$ cat src/lcr_pkg.sv
// ----------------------------------------------------------------------------
// lcr_pkg
// Shared types and constants for the line command responder.
// ----------------------------------------------------------------------------
package lcr_pkg;

    localparam logic [7:0] CH_LF  = 8'h0A;
    localparam logic [7:0] CH_CR  = 8'h0D;
    localparam logic [7:0] CH_TAB = 8'h09;
    localparam logic [7:0] CH_SP  = 8'h20;
    localparam logic [7:0] CH_DOT = 8'h2E;
    localparam logic [7:0] CH_0   = 8'h30;

    localparam logic [1:0] KIND_ECHO  = 2'd0;
    localparam logic [1:0] KIND_PONG  = 2'd1;
    localparam logic [1:0] KIND_NET   = 2'd2;
    localparam logic [1:0] KIND_FLUSH = 2'd3;

    localparam logic [0:0] CFG_IP   = 1'b0;
    localparam logic [0:0] CFG_PORT = 1'b1;

    // Datapath command from the controller.
    typedef enum logic [3:0] {
        OP_NONE  = 4'd0,
        OP_STORE = 4'd1,   // write rx byte, bump fill count
        OP_TRIM  = 4'd2,   // step length down past trailing CR/LF
        OP_SCAN  = 4'd3,   // check one stored byte against both commands
        OP_EMIT  = 4'd4,   // load output register from current byte source
        OP_CLEAR = 4'd5,   // fill count back to zero
        OP_DIGIT = 4'd6    // one decimal digit-extraction step
    } lcr_op_t;

    typedef enum logic [2:0] {
        SRC_STORE = 3'd0,  // store byte at index
        SRC_PONG  = 3'd1,
        SRC_HEAD  = 3'd2,
        SRC_DIGIT = 3'd3,
        SRC_CHAR  = 3'd4   // fixed character from the controller
    } lcr_src_t;

    typedef struct packed {
        lcr_op_t     op;
        lcr_src_t    src;
        logic [5:0]  idx;
        logic [7:0]  chr;
        logic [1:0]  kind;
        logic        last;
        logic        load_val;  // start a decimal conversion
        logic [2:0]  val_sel;   // 0..3 octets, 4 port
    } lcr_cmd_t;

    typedef struct packed {
        logic        scan_fetched;
        logic [5:0]  fill;
        logic [5:0]  len;
        logic        trail_crlf;  // byte at len-1 is CR or LF
        logic        ping_ok;
        logic        net_ok;
        logic [3:0]  dig_cnt;     // digits captured
        logic        dig_done;
    } lcr_stat_t;

    function automatic logic [7:0] pong_char(input logic [5:0] i);
        case (i[2:0])
            3'd0: pong_char = 8'h50;
            3'd1: pong_char = 8'h4F;
            3'd2: pong_char = 8'h4E;
            3'd3: pong_char = 8'h47;
            3'd4: pong_char = CH_CR;
            default: pong_char = CH_LF;
        endcase
    endfunction

    function automatic logic [7:0] ping_char(input logic [1:0] i);
        case (i)
            2'd0: ping_char = 8'h50;
            2'd1: ping_char = 8'h49;
            2'd2: ping_char = 8'h4E;
            default: ping_char = 8'h47;
        endcase
    endfunction

    // "OK NET TEST IP=" then " PORT=" at offset 15
    function automatic logic [7:0] head_char(input logic [5:0] i);
        case (i[4:0])
            5'd0:  head_char = 8'h4F;
            5'd1:  head_char = 8'h4B;
            5'd2:  head_char = CH_SP;
            5'd3:  head_char = 8'h4E;
            5'd4:  head_char = 8'h45;
            5'd5:  head_char = 8'h54;
            5'd6:  head_char = CH_SP;
            5'd7:  head_char = 8'h54;
            5'd8:  head_char = 8'h45;
            5'd9:  head_char = 8'h53;
            5'd10: head_char = 8'h54;
            5'd11: head_char = CH_SP;
            5'd12: head_char = 8'h49;
            5'd13: head_char = 8'h50;
            5'd14: head_char = 8'h3D;
            5'd15: head_char = CH_SP;
            5'd16: head_char = 8'h50;
            5'd17: head_char = 8'h4F;
            5'd18: head_char = 8'h52;
            5'd19: head_char = 8'h54;
            default: head_char = 8'h3D;
        endcase
    endfunction

    function automatic logic [7:0] net_char(input logic [2:0] i);
        case (i)
            3'd0: net_char = 8'h4E;
            3'd1: net_char = 8'h45;
            3'd2: net_char = 8'h54;
            3'd3: net_char = CH_SP;
            3'd4: net_char = 8'h54;
            3'd5: net_char = 8'h45;
            3'd6: net_char = 8'h53;
            default: net_char = 8'h54;
        endcase
    endfunction

endpackage

$ cat src/lcr_datapath.sv
// ----------------------------------------------------------------------------
// lcr_datapath
// Line store, fill count, trim/compare flags, decimal converter, output reg.
// ----------------------------------------------------------------------------
module lcr_datapath #(
    parameter int LINE_BYTES = 48
) (
    input  logic              aclk,
    input  logic              aresetn,
    input  lcr_pkg::lcr_cmd_t cmd,
    input  logic [7:0]        rx_byte,
    input  logic [31:0]       ip_address,
    input  logic [15:0]       server_port,
    output lcr_pkg::lcr_stat_t stat,
    output logic [7:0]        out_byte,
    output logic [1:0]        out_kind,
    output logic              out_last
);
    import lcr_pkg::*;

    logic [7:0] mem [LINE_BYTES];
    logic [7:0] rd_reg;
    logic       fetched_reg;
    logic [5:0] fill_reg, len_reg;
    logic       ping_reg, net_reg;
    logic [15:0] val_reg;
    logic [7:0]  dig_reg [5];
    logic [3:0]  dcnt_reg;
    logic        ddone_reg;
    logic [7:0]  ob_reg;
    logic [1:0]  ok_reg;
    logic        ol_reg;

    logic [15:0] val_sel;
    logic [15:0] quot;
    logic [3:0]  rem;
    logic [7:0]  src_byte;
    logic        blank;
    logic [31:0] prod;

    always_comb begin
        case (cmd.val_sel)
            3'd0: val_sel = {8'd0, ip_address[31:24]};
            3'd1: val_sel = {8'd0, ip_address[23:16]};
            3'd2: val_sel = {8'd0, ip_address[15:8]};
            3'd3: val_sel = {8'd0, ip_address[7:0]};
            default: val_sel = server_port;
        endcase
    end

    // divide by ten: multiply by reciprocal, then one correction
    always_comb begin
        logic [15:0] q;
        logic [19:0] r;
        prod = 32'(val_reg) * 32'd52429;
        q = {3'd0, prod[31:19]};
        r = 20'(val_reg) - 20'(q) * 20'd10;
        if (r >= 20'd10) begin
            quot = q + 16'd1;
            rem  = 4'(r - 20'd10);
        end else begin
            quot = q;
            rem  = r[3:0];
        end
    end

    always_comb begin
        case (cmd.src)
            SRC_STORE: src_byte = rd_reg;
            SRC_PONG:  src_byte = pong_char(cmd.idx);
            SRC_HEAD:  src_byte = head_char(cmd.idx);
            SRC_DIGIT: src_byte = dig_reg[cmd.idx[2:0]];
            default:   src_byte = cmd.chr;
        endcase
    end

    assign blank = rd_reg == CH_CR || rd_reg == CH_LF || rd_reg == CH_SP || rd_reg == CH_TAB;

    always_ff @(posedge aclk) begin
        if (cmd.op == OP_STORE) mem[fill_reg] <= rx_byte;
        rd_reg <= mem[cmd.idx];
        if (cmd.op == OP_DIGIT) dig_reg[dcnt_reg[2:0]] <= CH_0 + {4'd0, rem};
        if (cmd.op == OP_EMIT) begin
            ob_reg <= src_byte;
            ok_reg <= cmd.kind;
            ol_reg <= cmd.last;
        end
        if (cmd.load_val) val_reg <= val_sel;
        else if (cmd.op == OP_DIGIT) val_reg <= quot;
    end

    always_ff @(posedge aclk) begin
        if (!aresetn) begin
            fill_reg    <= '0;
            len_reg     <= '0;
            ping_reg    <= 1'b0;
            net_reg     <= 1'b0;
            fetched_reg <= 1'b0;
            dcnt_reg    <= '0;
            ddone_reg   <= 1'b0;
        end else begin
            fetched_reg <= cmd.op == OP_TRIM || cmd.op == OP_SCAN;
            if (cmd.load_val) begin
                dcnt_reg  <= '0;
                ddone_reg <= 1'b0;
            end else if (cmd.op == OP_DIGIT) begin
                dcnt_reg  <= dcnt_reg + 4'd1;
                ddone_reg <= quot == 16'd0;
            end
            case (cmd.op)
                OP_STORE: begin
                    fill_reg <= fill_reg + 6'd1;
                    len_reg  <= fill_reg + 6'd1;
                    ping_reg <= 1'b1;
                    net_reg  <= 1'b1;
                end
                OP_CLEAR: begin
                    fill_reg <= '0;
                    len_reg  <= '0;
                    ping_reg <= 1'b1;
                    net_reg  <= 1'b1;
                end
                OP_TRIM: if (fetched_reg && (rd_reg == CH_CR || rd_reg == CH_LF))
                    len_reg <= len_reg - 6'd1;
                OP_SCAN: if (fetched_reg) begin
                    // cmd.idx was the previous fetch address plus one
                    if (cmd.idx - 6'd1 < 6'd4) begin
                        if (rd_reg != ping_char(2'(cmd.idx - 6'd1))) ping_reg <= 1'b0;
                    end else if (!blank) ping_reg <= 1'b0;
                    if (cmd.idx - 6'd1 < 6'd8) begin
                        if (rd_reg != net_char(3'(cmd.idx - 6'd1))) net_reg <= 1'b0;
                    end else if (!blank) net_reg <= 1'b0;
                end
                default: ;
            endcase
        end
    end

    always_comb begin
        stat.scan_fetched = fetched_reg;
        stat.fill         = fill_reg;
        stat.len          = len_reg;
        stat.trail_crlf   = rd_reg == CH_CR || rd_reg == CH_LF;
        stat.ping_ok      = ping_reg && len_reg >= 6'd4;
        stat.net_ok       = net_reg && len_reg >= 6'd8;
        stat.dig_cnt      = dcnt_reg;
        stat.dig_done     = ddone_reg;
    end

    assign out_byte = ob_reg;
    assign out_kind = ok_reg;
    assign out_last = ol_reg;

endmodule

$ cat src/lcr_ctrl.sv
// ----------------------------------------------------------------------------
// lcr_ctrl
// Sequencer: stores bytes, trims and scans a finished line, walks the reply.
// ----------------------------------------------------------------------------
module lcr_ctrl #(
    parameter int LINE_BYTES = 48
) (
    input  logic               aclk,
    input  logic               aresetn,
    input  logic               s_valid,
    output logic               s_ready,
    input  logic [7:0]         s_rx_byte,
    output logic               m_valid,
    input  logic               m_ready,
    input  lcr_pkg::lcr_stat_t stat,
    output lcr_pkg::lcr_cmd_t  cmd
);
    import lcr_pkg::*;

    typedef enum logic [8:0] {
        S_IDLE  = 9'b000000001,
        S_TRIM  = 9'b000000010,
        S_SCAN  = 9'b000000100,
        S_PICK  = 9'b000001000,
        S_FETCH = 9'b000010000,
        S_LOAD  = 9'b000100000,
        S_SHOW  = 9'b001000000,
        S_CONV  = 9'b010000000,
        S_FLUSH = 9'b100000000
    } state_t;

    // reply phases
    typedef enum logic [3:0] {
        PH_ECHO, PH_CRLF, PH_PONG, PH_HEAD, PH_NUM, PH_DOT, PH_PORT,
        PH_FLUSH
    } phase_t;

    state_t      state_reg, state_next;
    phase_t      ph_reg, ph_next;
    logic [5:0]  idx_reg, idx_next;
    logic [2:0]  vsel_reg, vsel_next;
    logic [1:0]  kind_reg, kind_next;
    logic        endr_reg, endr_next;  // current output byte is the last one

    assign s_ready = state_reg == S_IDLE;
    assign m_valid = state_reg == S_SHOW;

    // next state and datapath command; on a taken byte, work out the next byte position
    always_comb begin
        state_next = state_reg;
        ph_next    = ph_reg;
        idx_next   = idx_reg;
        vsel_next  = vsel_reg;
        kind_next  = kind_reg;
        endr_next  = endr_reg;
        cmd        = '0;
        cmd.op     = OP_NONE;
        cmd.src    = SRC_CHAR;
        cmd.kind   = kind_reg;
        cmd.idx    = idx_reg;
        cmd.val_sel = vsel_reg;
        unique case (state_reg)
            S_IDLE: if (s_valid) begin
                idx_next = '0;
                if (s_rx_byte != CH_LF) begin
                    cmd.op = OP_STORE;
                    if (stat.fill == 6'(LINE_BYTES - 1)) begin
                        kind_next  = KIND_FLUSH;
                        ph_next    = PH_FLUSH;
                        state_next = S_FETCH;
                    end
                end else begin
                    cmd.idx    = stat.len - 6'd1;
                    state_next = S_TRIM;
                end
            end
            S_TRIM: begin
                cmd.idx = stat.len - 6'd1;
                if (stat.len == 6'd0 || (stat.scan_fetched && !stat.trail_crlf)) begin
                    cmd.idx    = '0;
                    state_next = S_SCAN;
                end else if (stat.scan_fetched) begin
                    cmd.op  = OP_TRIM;
                    cmd.idx = stat.len - 6'd2;
                end else begin
                    cmd.op = OP_TRIM;
                end
            end
            S_SCAN: begin
                if (stat.scan_fetched) begin
                    cmd.op   = OP_SCAN;
                    cmd.idx  = idx_reg + 6'd1;
                    idx_next = idx_reg + 6'd1;
                    if (idx_reg + 6'd1 >= stat.len) state_next = S_PICK;
                end else if (stat.len == 6'd0) begin
                    state_next = S_PICK;
                end else begin
                    cmd.op  = OP_SCAN;
                    cmd.idx = idx_reg;
                end
            end
            S_PICK: begin
                idx_next   = '0;
                state_next = S_FETCH;
                if (stat.ping_ok) begin
                    kind_next = KIND_PONG;
                    ph_next   = PH_PONG;
                end else if (stat.net_ok) begin
                    kind_next = KIND_NET;
                    ph_next   = PH_HEAD;
                end else begin
                    kind_next = KIND_ECHO;
                    ph_next   = stat.len == 6'd0 ? PH_CRLF : PH_ECHO;
                end
            end
            S_FETCH: begin
                cmd.idx    = idx_reg;
                state_next = S_LOAD;
                if (ph_reg == PH_NUM && idx_reg == 6'd0) begin
                    cmd.load_val = 1'b1;
                    state_next   = S_CONV;
                end
            end
            S_CONV: begin
                cmd.op = OP_DIGIT;
                if (stat.dig_cnt != 4'd0 && stat.dig_done) begin
                    cmd.op     = OP_NONE;
                    idx_next   = 6'(stat.dig_cnt);
                    state_next = S_FETCH;
                end
            end
            S_LOAD: begin
                cmd.op  = OP_EMIT;
                cmd.idx = idx_reg;
                endr_next = 1'b0;
                case (ph_reg) inside
                    PH_ECHO, PH_FLUSH: cmd.src = SRC_STORE;
                    PH_PONG: begin
                        cmd.src = SRC_PONG;
                        endr_next = idx_reg == 6'd5;
                    end
                    PH_HEAD, PH_PORT: cmd.src = SRC_HEAD;
                    PH_NUM: begin
                        cmd.src = SRC_DIGIT;
                        cmd.idx = idx_reg - 6'd1;
                    end
                    PH_DOT: cmd.chr = CH_DOT;
                    default: begin
                        cmd.chr   = idx_reg == 6'd0 ? CH_CR : CH_LF;
                        endr_next = idx_reg == 6'd1;
                    end
                endcase
                if (ph_reg == PH_FLUSH) endr_next = idx_reg == 6'(LINE_BYTES - 1);
                cmd.last   = endr_next;
                state_next = S_SHOW;
            end
            S_SHOW: if (m_ready) begin
                state_next = S_FETCH;
                idx_next   = idx_reg + 6'd1;
                if (endr_reg) begin
                    cmd.op     = OP_CLEAR;
                    state_next = S_IDLE;
                end else begin
                    case (ph_reg)
                        PH_ECHO: if (idx_reg + 6'd1 == stat.len) begin
                            ph_next = PH_CRLF; idx_next = '0;
                        end
                        PH_HEAD: if (idx_reg == 6'd14) begin
                            ph_next = PH_NUM; idx_next = '0; vsel_next = 3'd0;
                        end
                        PH_NUM: begin
                            idx_next = idx_reg - 6'd1;
                            if (idx_reg == 6'd1) begin
                                idx_next = '0;
                                if (vsel_reg == 3'd4) ph_next = PH_CRLF;
                                else if (vsel_reg == 3'd3) begin
                                    ph_next = PH_PORT; idx_next = 6'd15;
                                end else ph_next = PH_DOT;
                            end
                        end
                        PH_DOT: begin
                            ph_next = PH_NUM; idx_next = '0; vsel_next = vsel_reg + 3'd1;
                        end
                        PH_PORT: if (idx_reg == 6'd20) begin
                            ph_next = PH_NUM; idx_next = '0; vsel_next = 3'd4;
                        end
                        default: ;
                    endcase
                end
            end
            default: state_next = S_IDLE;
        endcase
    end

    always_ff @(posedge aclk) begin
        if (!aresetn) begin
            state_reg <= S_IDLE;
            ph_reg    <= PH_ECHO;
            idx_reg   <= '0;
            vsel_reg  <= '0;
            kind_reg  <= KIND_ECHO;
            endr_reg  <= 1'b0;
        end else begin
            state_reg <= state_next;
            ph_reg    <= ph_next;
            idx_reg   <= idx_next;
            vsel_reg  <= vsel_next;
            kind_reg  <= kind_next;
            endr_reg  <= endr_next;
        end
    end

endmodule

$ cat src/line_command_responder_unit.sv
// ----------------------------------------------------------------------------
// line_command_responder_unit
// Gathers received text into a line and answers each line with a reply run.
// ----------------------------------------------------------------------------
// Input: s_valid/s_ready transfer one s_rx_byte. A byte other than LF is
// stored. LF ends the line: trailing CR/LF are trimmed (a fetch, then one
// byte a cycle, then a final check), the line is checked against PING and
// NET TEST (a fetch, then one byte a cycle), then the reply goes out on
// m_valid/m_ready, one m_tx_byte per transfer with m_reply_kind, and
// m_last_byte on the final byte. Each reply byte passes the fetch, load
// and show states, read from the store or the constant tables; each
// decimal number is first converted one digit per divide-by-ten step.
// A full store is sent back as kind 3 and cleared.
// s_ready is low from line end until the last reply byte is taken; a
// stalled receiver simply holds the current byte. Reset (aresetn low,
// synchronous) empties the line and loads the register defaults
// 192.168.77.2 and port 5000. Config writes (cfg_we, cfg_index, cfg_data)
// take effect at once and belong in idle periods.
// ----------------------------------------------------------------------------
module line_command_responder_unit #(
    parameter int LINE_BYTES = 48
) (
    input  logic        aclk,
    input  logic        aresetn,
    input  logic        s_valid,
    output logic        s_ready,
    input  logic [7:0]  s_rx_byte,
    output logic        m_valid,
    input  logic        m_ready,
    output logic [7:0]  m_tx_byte,
    output logic [1:0]  m_reply_kind,
    output logic        m_last_byte,
    input  logic        cfg_we,
    input  logic [0:0]  cfg_index,
    input  logic [31:0] cfg_data
);
    import lcr_pkg::*;

    lcr_cmd_t    cmd;
    lcr_stat_t   stat;
    logic [31:0] ip_reg;
    logic [15:0] port_reg;

    always_ff @(posedge aclk) begin
        if (!aresetn) begin
            ip_reg   <= 32'hC0A84D02;
            port_reg <= 16'd5000;
        end else if (cfg_we) begin
            if (cfg_index == CFG_IP) ip_reg <= cfg_data;
            else port_reg <= cfg_data[15:0];
        end
    end

    lcr_ctrl #(.LINE_BYTES(LINE_BYTES)) u_ctrl (
        .aclk, .aresetn, .s_valid, .s_ready, .s_rx_byte,
        .m_valid, .m_ready, .stat, .cmd
    );

    lcr_datapath #(.LINE_BYTES(LINE_BYTES)) u_dp (
        .aclk, .aresetn, .cmd, .rx_byte(s_rx_byte),
        .ip_address(ip_reg), .server_port(port_reg), .stat,
        .out_byte(m_tx_byte), .out_kind(m_reply_kind), .out_last(m_last_byte)
    );

endmodule

$ cat config.mk
export PLATFORM = sky130hd
export DESIGN_NAME = line_command_responder_unit
export DESIGN_NICKNAME = d
export VERILOG_FILES = /design/src/lcr_pkg.sv /design/src/lcr_datapath.sv /design/src/lcr_ctrl.sv /design/src/line_command_responder_unit.sv
export SDC_FILE = /design/constraint.sdc
export NUM_CORES = 1
export LEC_CHECK = 0
export BUFFER_PORTS_ARGS = -buffer_cell sky130_fd_sc_hd__buf_2
export CAP_MARGIN = 20
export CORE_AREA = 3 3 230 232
export DETAILED_ROUTE_END_ITERATION = 8
export DIE_AREA = 0 0 233 235
export PLACE_DENSITY = 0.76
export SYNTH_ARGS = -nofsm -noshare
export SYNTH_HDL_FRONTEND = slang
export SYNTH_SLANG_ARGS = --single-unit
$ cat constraint.sdc
create_clock -name aclk -period 17.37 [get_ports aclk]
set_input_delay 0 -clock aclk [delete_from_list [all_inputs] [get_ports aclk]]
set_output_delay 0 -clock aclk [all_outputs]
set_load 0.03 [all_outputs]
**Word level (Yosys, flattened, before mapping)**

Memory sizes are Yosys's and may differ from the RTL's. A register that Yosys moved wholly into a read port is not among the register bits.
Cells that the tools add are included.

- Output and inout bits: 13
- Bits in read-only memories: 224
- Input port bits: 46
- Register bits: 120
- Memory bits (writable): 419
- Logic and storage cells: 285
- Memories: 3
- Bits in latches: 0

Memories:

| name | words | width | rd ports | clocked after memory_dff | write ports | RTL line | source |
|---|---|---|---|---|---|---|---|
| u_dp.mem | 48 | 8 | 1 | 1 | 1 | lcr_datapath.sv:21 | `logic [7:0] mem [LINE_BYTES];` |
| (no name shown) | 32 | 7 | 1 | 0 | 0 | lcr_pkg.sv:85 | `case (i[4:0])` |
| u_dp.dig_reg | 5 | 7 | 1 | 0 | 1 | lcr_datapath.sv:27 | `logic [7:0] dig_reg [5];` |

- Shift operators: 0
- Equality and inequality tests: 74
- $lt $le $gt $ge: 6
- Multiply operators: 2
- Divide/modulo/power cells: 0
- Muxes and demuxes: 121
- Reductions and logical operators: 45
- $add $sub $neg: 12
- Bitwise logic cells: 3

Operator list:

| operator | number |
|---|---|
| $mux 8 | 15 |
| $mux 6 | 19 |
| $mux 9 | 9 |
| $pmux 9 s8 | 1 |
| $mux 4 | 17 |
| $pmux 16 s4 | 1 |
| $pmux 6 s5 | 2 |
| $mux 16 | 3 |
| $pmux 7 s5 | 1 |
| $mul 16x16->32 const B | 1 |
| $pmux 8 s4 | 1 |
| $mux 3 | 10 |
| $ne 3x3->1 const B | 10 |
| $eq 4x3->1 const B | 7 |
| $pmux 7 s4 | 1 |
| $eq 8x4->1 const B | 3 |
| $pmux 4 s6 | 1 |
| $pmux 6 s4 | 1 |
| $eq 3x2->1 const B | 7 |
| $mux 1 | 21 |
| $ge 20x4->1 const B | 1 |
| $pmux 4 s5 | 1 |
| $pmux 6 s3 | 1 |
| $sub 16x17->18 | 1 |
| 68 further kinds | 128 |

**Longest topological paths before layout**

Gate-level depths: netlist of run 1.

- Word-level depth: 20
- Mapped depth: 46
- Depth with buffers taken out: 43

**Cells and area by module**

Synthesis of run 1 repeated with hierarchy kept, for this count alone.

- Cell total of the unflattened synthesis: 2497
- Area, all modules: 30803.3 µm²

Modules (own cells, without submodules):

| module | area each (µm²) | cells an instance | seq. area each (µm²) | instances |
|---|---|---|---|---|
| lcr_datapath | 25976.2 | 1889 | 13503.0 | 1 |
| lcr_ctrl | 2926.6 | 403 | 460.4 | 1 |
| line_command_responder_unit | 1900.6 | 205 | 960.9 | 1 |

**Worst setup path before layout of run 1**

No wires, ideal clock.

- Path kind: register to register
- Start point: register u_dp.val_reg[4]
- End point: register u_dp.ddone_reg
- Required time: 17.301 ns
- Cell stages (with the launch flop): 41
- Arrival time: 9.752 ns
- Setup time: 0.069 ns
- Clock period less this slack: 9.821 ns
- Setup slack: 7.549 ns
- Path buffers: 2
- Cells stage by stage: edfxtp_1 ha_1 fa_1 fa_1 inv_1 fa_1 inv_1 fa_1 inv_1 fa_1 inv_1 ha_1 buf_4 nand2_1 a2111o_1 a41oi_1 o41ai_1 xnor2_2 [... 5 more ...] o21bai_1 a21oi_1 o21bai_1 a21oi_1 xnor2_1 ha_1 buf_4 o21ai_1 and3b_1 or4_1 a2111oi_2 nand4_1 a2111o_1 a2111oi_4 or3_1 or4b_1 o31a_1 o21ai_1

- Cells in the longest elaborated chain, start to end: 6
- Elaborated cells between the ends (all ways): 7
- Those cells by class: add/sub: 2; mul: 2; order compare: 1; mux: 1; reduce/logical: 1

Ends and longest elaborated chain:

| item | RTL line | source |
|---|---|---|
| start, declared | lcr_datapath.sv:26 | `logic [15:0] val_reg;` |
| start signal, assigned | lcr_datapath.sv:88 | `if (cmd.load_val) val_reg <= val_sel;` |
| start signal, assigned | lcr_datapath.sv:89 | `else if (cmd.op == OP_DIGIT) val_reg <= quot;` |
| $mul 16x16->32 | lcr_datapath.sv:55 | `prod = 32'(val_reg) * 32'd52429;` |
| $mul 13x3->16 | lcr_datapath.sv:57 | `r = 20'(val_reg) - 20'(q) * 20'd10;` |
| $sub 16x17->18 | lcr_datapath.sv:57 |  |
| $ge 20x4->1 | lcr_datapath.sv:58 | `if (r >= 20'd10) begin` |
| $mux 16 * | lcr_datapath.sv:58 |  |
| $logic_not 16->1 * | lcr_datapath.sv:108 | `ddone_reg <= quot == 16'd0;` |
| end signal, assigned | lcr_datapath.sv:100 | `ddone_reg <= 1'b0;` |
| end signal, assigned | lcr_datapath.sv:105 | `ddone_reg <= 1'b0;` |
| end signal, assigned | lcr_datapath.sv:108 |  |
| end, declared | lcr_datapath.sv:29 | `logic ddone_reg;` |

Mark *: on every way between the ends. The rest lies on a longest branch, timed or not.
A chain may end at the register's enable or synchronous reset.

**Worst setup path after layout of run 1**

Ends and elaborated chain as after synthesis.

==> results of run 1 <==
## power breakdown
part	internal, mW	total (mW)	switching, mW
clock	0.618	1.11	0.488
sequential	1.41	1.46	0.0464
combinational	0.413	1.20	0.792
total	2.44	3.77	1.33
## stage by stage
step | area [µm²] | util, % | hold WS (ns)
CTS | 33700 | 65.8 | 0.00411
floorplan | 30600 | - | 0.0989
global placement | 31300 | 61.2 | 0.220
finish | 33700 | 65.9 | 0.0218
global route | 33700 | 65.9 | 0.0229
detailed placement | 31400 | 61.2 | 0.217
## repair_timing
item | CTS | global route
hold endpoints to repair | 203 | 6
setup endpoints to repair | 0 | 0
gates resized for setup | 0 | 0
hold buffers | 67 | 1
## routing by layer
metal  GRT usage [%]  vias to the layer above  share of wire (%)
met5               0                        -                  0
met4            11.7                        0                4.0
met2            49.1                     1137                 49
met3            3.33                      212                7.3
met1            40.2                    11500                 40
li1                -                    10600                  -
## layout make-up
| cell class | instances | area, µm² |
|---|---|---|
| fill | 3902 | 17500 |
| inverter | 242 | 912 |
| clock buffer | 72 | 1420 |
| clock inverter | 26 | 248 |
| timing repair buffer | 160 | 1240 |
| multi-input combinational | 1997 | 14100 |
| tap | 680 | 851 |
| sequential | 530 | 14900 |
## worst max-delay path, delay by kind of cell, from the launching register on
family | cells | cell delay, ns
flops | 1 | 0.53
fa+ha+maj | 9 | 4.21
buf+inv | 6 | 0.67
xor+xnor | 2 | 0.70
compound gates | 13 | 2.78
simple gates | 10 | 2.34
## layout by cell type (no fill, tap or decap), drive strengths merged, types with 13 or more instances in the layout
cell,instances
or3,16
a311oi,28
fa,82
o21a,13
and3,52
a211oi,28
ha,195
o21ai,83
nand2,462
clkinv,26
nor3,39
a21oi,147
mux4,13
o22ai,34
nand4,19
dlygate4sd3,68
mux2i,68
xor2,34
nand3,97
nor2,205
xnor2,52
dfxtp,99
nor2b,14
inv,239
nand2b,31
edfxtp,431
clkbuf,72
a31oi,47
buf,92
## kinds of logic (layout without fill, tap and decap cells)
| group | count (synthesis) | after routing | synth area share (%) |
|---|---|---|---|
| AOI/OAI and AO/OA | 544 | 544 | 12.1 |
| xor gates and xnor gates | 86 | 86 | 2.51 |
| adders and majority gates | 277 | 277 | 13.3 |
| buffers and inverters | 396 | 500 | 5.12 |
| DFF | 530 | 530 | 48.8 |
| muxes | 82 | 82 | 3.22 |
| and+or+nand+nor | 1008 | 1008 | 14.9 |
## worst paths after layout
kind                                          from               end  depth (start not counted)
worst max-delay path               u_dp.val_reg[4]    u_dp.ddone_reg                         40
worst min-delay path                  s_rx_byte[1]   u_dp.mem[40][1]                          2
worst min register to register  u_ctrl.kind_reg[1]  u_dp.out_kind[1]                          0
worst max register to register     u_dp.val_reg[4]    u_dp.ddone_reg                         40
==> results.yml, run 1 <==
die:
  fp.dieW_um: 233
  fp.coreArea_um2: 51200
  start_util_pct: 59.8
  die_h_um: 235
  die-area_um2: 54800
  num_rows: 83
  ioPinCount: 59
worst_hold_path:
  hold_class: "in2reg"
synth:
  yosys_warnings: 0
  ys_ff_latch: 530
  syn-instance-count: 2923
  synthesis.nets: 3246
  synth_area_um2: 30600
  synth_edf_count: 431
  ys.flop_type: "edfxtp_1"
  syn_area_per_cell_um2: 10.5
  synthMostInstantiatedCell: "nand2_1"
  synth_async_sr_flop_share_pct: 0
  yosysTopAreaCellShare_pct: 42.3
  ys_types: 92
  ys_top_cells_by_area: "edfxtp_1 42%, ha_1 8.0%, dfxtp_1 6.5%"
  synth_top_cell_by_area: "edfxtp_1"
  netlist_top_cells_count: "461 x nand2_1, 431 x edfxtp_1, 235 x inv_1"
  seq_area_frac_synth_pct: 48.8
clock_network:
  clock_sinks: 530
  cts_tree: "done"
  cts_buffer_depth: 3
  ctsHtreeMaxLevel: 2
  cts_setup_buffers: 0
  root_buffer: "clkbuf_16"
  clk_pin_slew_ns: 0.06
  numCtsBuffers: 52
  clk_latency_ns: 0.62
final_layout:
  area_delta_synth_final_pct: 10.2
  nets: 3306
  stdcell_count: 3707
  largest_reg_flops: 384
  diodes: 0
  drive_gt1_share_pct: 6.84
worst_setup_path:
  worstSetupEndpointType: "register"
  crit_required_ns: 17.89
  worstSetupPathType: "reg2reg"
  cpMaxStageDelayCell: "xnor2_1"
  critical-path-max-stage-delay_ns: 0.60
  start_kind: "register"
  rrSetupSlack_ns: 6.08
  cp_max_fo: 21
  critPathArrivalTime_ns: 11.81
grt:
  grt_pass1_wl_um: 127000
  grt_pass1_vias: 22800
  antenna_found_initial: 0
  grt_max_degree: 86
  overflow: 0
  grt.total_usage_pct: 29.7
placement:
  place_hpwl_um: 56200
  finalWeightedCongestion: 0.996
  io_buffer_count: 58
  pre_cts_ws_ns: 6.16
  dp.cells: 3539
sta:
  rsz0062_at_grt: "false"
  skew_ns: 0.0445
  tightest_slew_ns: 1.05
  hold_violations: 0
  setup_ws_ns: 6.08
  max_clock_freq_mhz: 88.6
  relSlewSlack_pct: 29.6
  slew_viol_final: 0
  setup_tns_ns: 0
  period_minus_slack_ns: 11.29
  min_period_over_period_pct: 65.0
  setup_violations: 0
route:
  ant_nets: 0
  drt_first_pass_iters: 8
  drc: 0
  drtIter0Drc: 2630
  detail_route.wl_per_cell_um: 22.1
  viasPerCell: 6.32
  drt-total-wl_um: 82000
  num_vias: 23400
job:
  cap_violations: 0
pwr:
  powerDensity_nw_per_um2: 112
  peakVddDrop_v: 0.000110
  total_power_mw: 3.77
  p_leak_nw: 13.3
outcome:
  run_status: "finished, final reports clean"
(Power assumes the default switching activity.)
==> inputs of run 2 (changes only) <==
--- a/config.mk
+++ b/config.mk
@@ -5,11 +5,12 @@
 export SDC_FILE = /design/constraint.sdc
 export NUM_CORES = 1
 export LEC_CHECK = 0
+export ABC_AREA = 1
 export BUFFER_PORTS_ARGS = -buffer_cell sky130_fd_sc_hd__buf_2
 export CAP_MARGIN = 20
-export CORE_AREA = 3 3 230 232
+export CORE_AREA = 3 3 232 234
 export DETAILED_ROUTE_END_ITERATION = 8
-export DIE_AREA = 0 0 233 235
+export DIE_AREA = 0 0 235 237
 export PLACE_DENSITY = 0.76
 export SYNTH_ARGS = -nofsm -noshare
 export SYNTH_HDL_FRONTEND = slang
==> constraint.sdc (replaced) <==
create_clock -name aclk -period 10.7 [get_ports aclk]
set_input_delay 0 -clock aclk [delete_from_list [all_inputs] [get_ports aclk]]
set_output_delay 0 -clock aclk [all_outputs]
set_load 0.03 [all_outputs]
==> results.yml, run 2 <==
pwr:
  internal-power_mw: 4.60
  pwr-share-clk_pct: 22.6
  p_comb_share_pct: 47.5
  p_sw_mw: 3.58
  total_power_mw: 8.17
  powerDensity_nw_per_um2: 240
  peakVddDrop_v: 0.000221
  p_leak_nw: 14.1
  power_switching_share_pct: 43.7
  sequentialPowerShare_pct: 29.9
final_layout:
  drive_gt1_share_pct: 7.38
  largest_reg_flops: 384
  nFillCells: 4198
  diodes: 0
  mostFrequentLayoutCell: "nand2_1"
  fin_area_um2: 34100
  area_delta_synth_final_pct: 9.98
  nets: 3776
  final_cell_mix: "513 x nand2_1, 494 x nor2_1, 431 x edfxtp_1"
synth:
  ys.flop_type: "edfxtp_1"
  synth_top_cell_by_area: "edfxtp_1"
  syn_area_per_cell_um2: 9.22
  seq_area_frac_synth_pct: 48.1
  ys_ff_latch: 530
  synth_edf_count: 431
  syn-instance-count: 3364
  synth_async_sr_flop_share_pct: 0
  synth_area_um2: 31000
  ys_top_cells_by_area: "edfxtp_1 42%, ha_1 7.9%, dfxtp_1 6.4%"
  synthMostInstantiatedCell: "nand2_1"
  yosysTopAreaCellShare_pct: 41.7
  synthesis.nets: 3687
  yosys_warnings: 0
  netlist_top_cells_count: "513 x nand2_1, 494 x nor2_1, 431 x edfxtp_1"
  ys_types: 73
worst_setup_path:
  start_kind: "register"
  cp_max_fo: 21
  cp_common_cell: "nand2_1"
  rr_worst_depth: 50
  critPathArrivalTime_ns: 10.15
  worstSetupEndpointType: "register"
  worstSetupPathType: "reg2reg"
  timing.rr.end: "u_dp.val_reg[3]"
  rrSetupSlack_ns: 0.85
  critical-path-max-stage-delay_ns: 0.59
  r2r_start: "u_dp.val_reg[5]"
  crit_required_ns: 11.00
  cpMaxStageDelayCell: "fa_1"
die:
  start_util_pct: 59.4
  die-area_um2: 55700
  die_h_um: 237
  ioPinCount: 59
  num_rows: 84
  fp.dieW_um: 235
  fp.coreArea_um2: 52200
sta:
  min_period_over_period_pct: 92.1
  relSlewSlack_pct: 26.5
  slew_viol_final: 0
  setup_violations: 0
  period_minus_slack_ns: 9.85
  hold_violations: 0
  rsz0062_at_grt: "false"
  skew_ns: 0.0720
  setup_tns_ns: 0
  max_clock_freq_mhz: 101
  tightest_slew_ns: 1.09
outcome:
  run_status: "finished, final reports clean"
worst_hold_path:
  whs_endpoint: "port_reg[14]"
  hold_class: "in2reg"
  hold_depth: 3
  hp-start: "cfg_we"
clock_network:
  ctsHtreeMaxLevel: 2
  clk_pin_slew_ns: 0.07
  clock_sinks: 530
  cts_tree: "done"
  root_buffer: "clkbuf_16"
  numCtsBuffers: 54
  cts_setup_buffers: 0
  clk_latency_ns: 0.66
  cts_buffer_depth: 3
grt:
  grt_max_degree: 147
  grt_pass1_wl_um: 135000
  antenna_found_initial: 0
  grt.total_usage_pct: 31.1
  grt_pass1_vias: 24100
  overflow: 0
job:
  cap_violations: 0
route:
  wl_met2_um: 41600
  detail_route.wl_per_cell_um: 21.0
  num_vias: 24700
  wl_met3_um: 6590
  drtIter0Drc: 2665
  drc: 0
  drt-total-wl_um: 87800
  viasPerCell: 5.90
  ant_nets: 0
  routed.top_layer: "met4"
  drt_first_pass_iters: 6
  wl_met1_um: 35600
placement:
  io_buffer_count: 58
  finalWeightedCongestion: 0.988
  post_dp_cell_area_um2: 31700
  place_hpwl_um: 60900
## run 2: changes by cell type after synthesis, sizes merged, moves of 51 or more
cell and delta:
o21ai +230, nand2 +61, nand3 +54, mux2i -67
inv +197, nor2 +307, clkbuf -58, and3 -51
## run 2: power by group through the flow
| stage | logic (mW) | registers (mW) | clock network, mW |
|---|---|---|---|
| 6_report | 3.88 | 2.44 | 1.85 |
| 5_1_grt | 4.30 | 2.45 | 1.95 |
| 4_1_cts | 3.80 | 2.44 | 1.86 |
| 3_5_place_dp | 3.75 | 2.48 | 0 |
| 3_3_place_gp | 3.71 | 2.48 | 0 |
| 2_1_floorplan | 2.66 | 2.46 | 0 |
## run 2: what timing repair did
action,in CTS,in global routing
endpoints found under the setup margin,0,0
resized for setup,0,0
endpoints found under the hold margin,149,0
hold buffers,66,0
## run 2: worst max-delay path, delay by kind of cell (launching register included)
family	cells	cell delay (ns)
fa+ha+maj	9	4.11
simple gates	20	2.33
compound gates	11	1.59
buf+inv	9	0.83
flops	1	0.55
xor+xnor	1	0.15
## run 2: layout make-up
cell class,instances,area (µm²),area share [%]
Multi-Input combinational cell,2286,13900,40.6
Sequential cell,530,14900,43.7
Timing Repair Buffer,140,1070,3.14
Clock buffer,69,1460,4.28
Clock inverter,30,287,0.840
Inverter,441,1660,4.87
Tap cell,688,861,2.52
## run 2: kinds of logic after synthesis
kind of cell    Yosys count  synth area share (%)
compound gates          631                  11.6
xor+xnor                 39                  1.13
fa+ha+maj               277                  13.2
buf+inv                 548                  7.27
flops                   530                  48.1
mux                       1                0.0323
simple gates           1338                  18.7
## run 2: per-layer routing
layer | vias to the layer above | global-route usage [%]
met5 | - | 0
met4 | 0 | 13.8
met3 | 208 | 3.86
met2 | 1143 | 51.5
met1 | 11700 | 41.3
li1 | 11600 | -
## run 2: through the flow
| step | hold WS (ns) | setup slack [ns] | utilization (%) | std cells |
|---|---|---|---|---|
| finish | 0.0335 | 0.847 | 65.3 | 4184 |
| global route | 0.0840 | 0.0131 | 65.3 | 4184 |
| CTS | 0.00272 | 1.01 | 65.3 | 4184 |
| detailed placement | 0.220 | 1.07 | 60.7 | 4019 |
| global placement | 0.216 | 1.16 | 60.7 | 4019 |
| floorplan | 0.0989 | 2.18 | - | 3364 |
## run 2: worst max path at each step
stage / depth (start not counted) / endpoint / startpoint / slack, ns
CTS: 50 / u_dp.val_reg[3] / u_dp.val_reg[5] / 1.01
global route: 50 / u_dp.val_reg[3] / u_dp.val_reg[7] / 0.01
finish: 50 / u_dp.val_reg[3] / u_dp.val_reg[5] / 0.85
floorplan: 54 / u_dp.ddone_reg / u_dp.val_reg[4] / 2.18
global placement: 53 / u_dp.ddone_reg / u_dp.val_reg[4] / 1.16
detailed placement: 55 / u_dp.ddone_reg / u_dp.val_reg[5] / 1.07
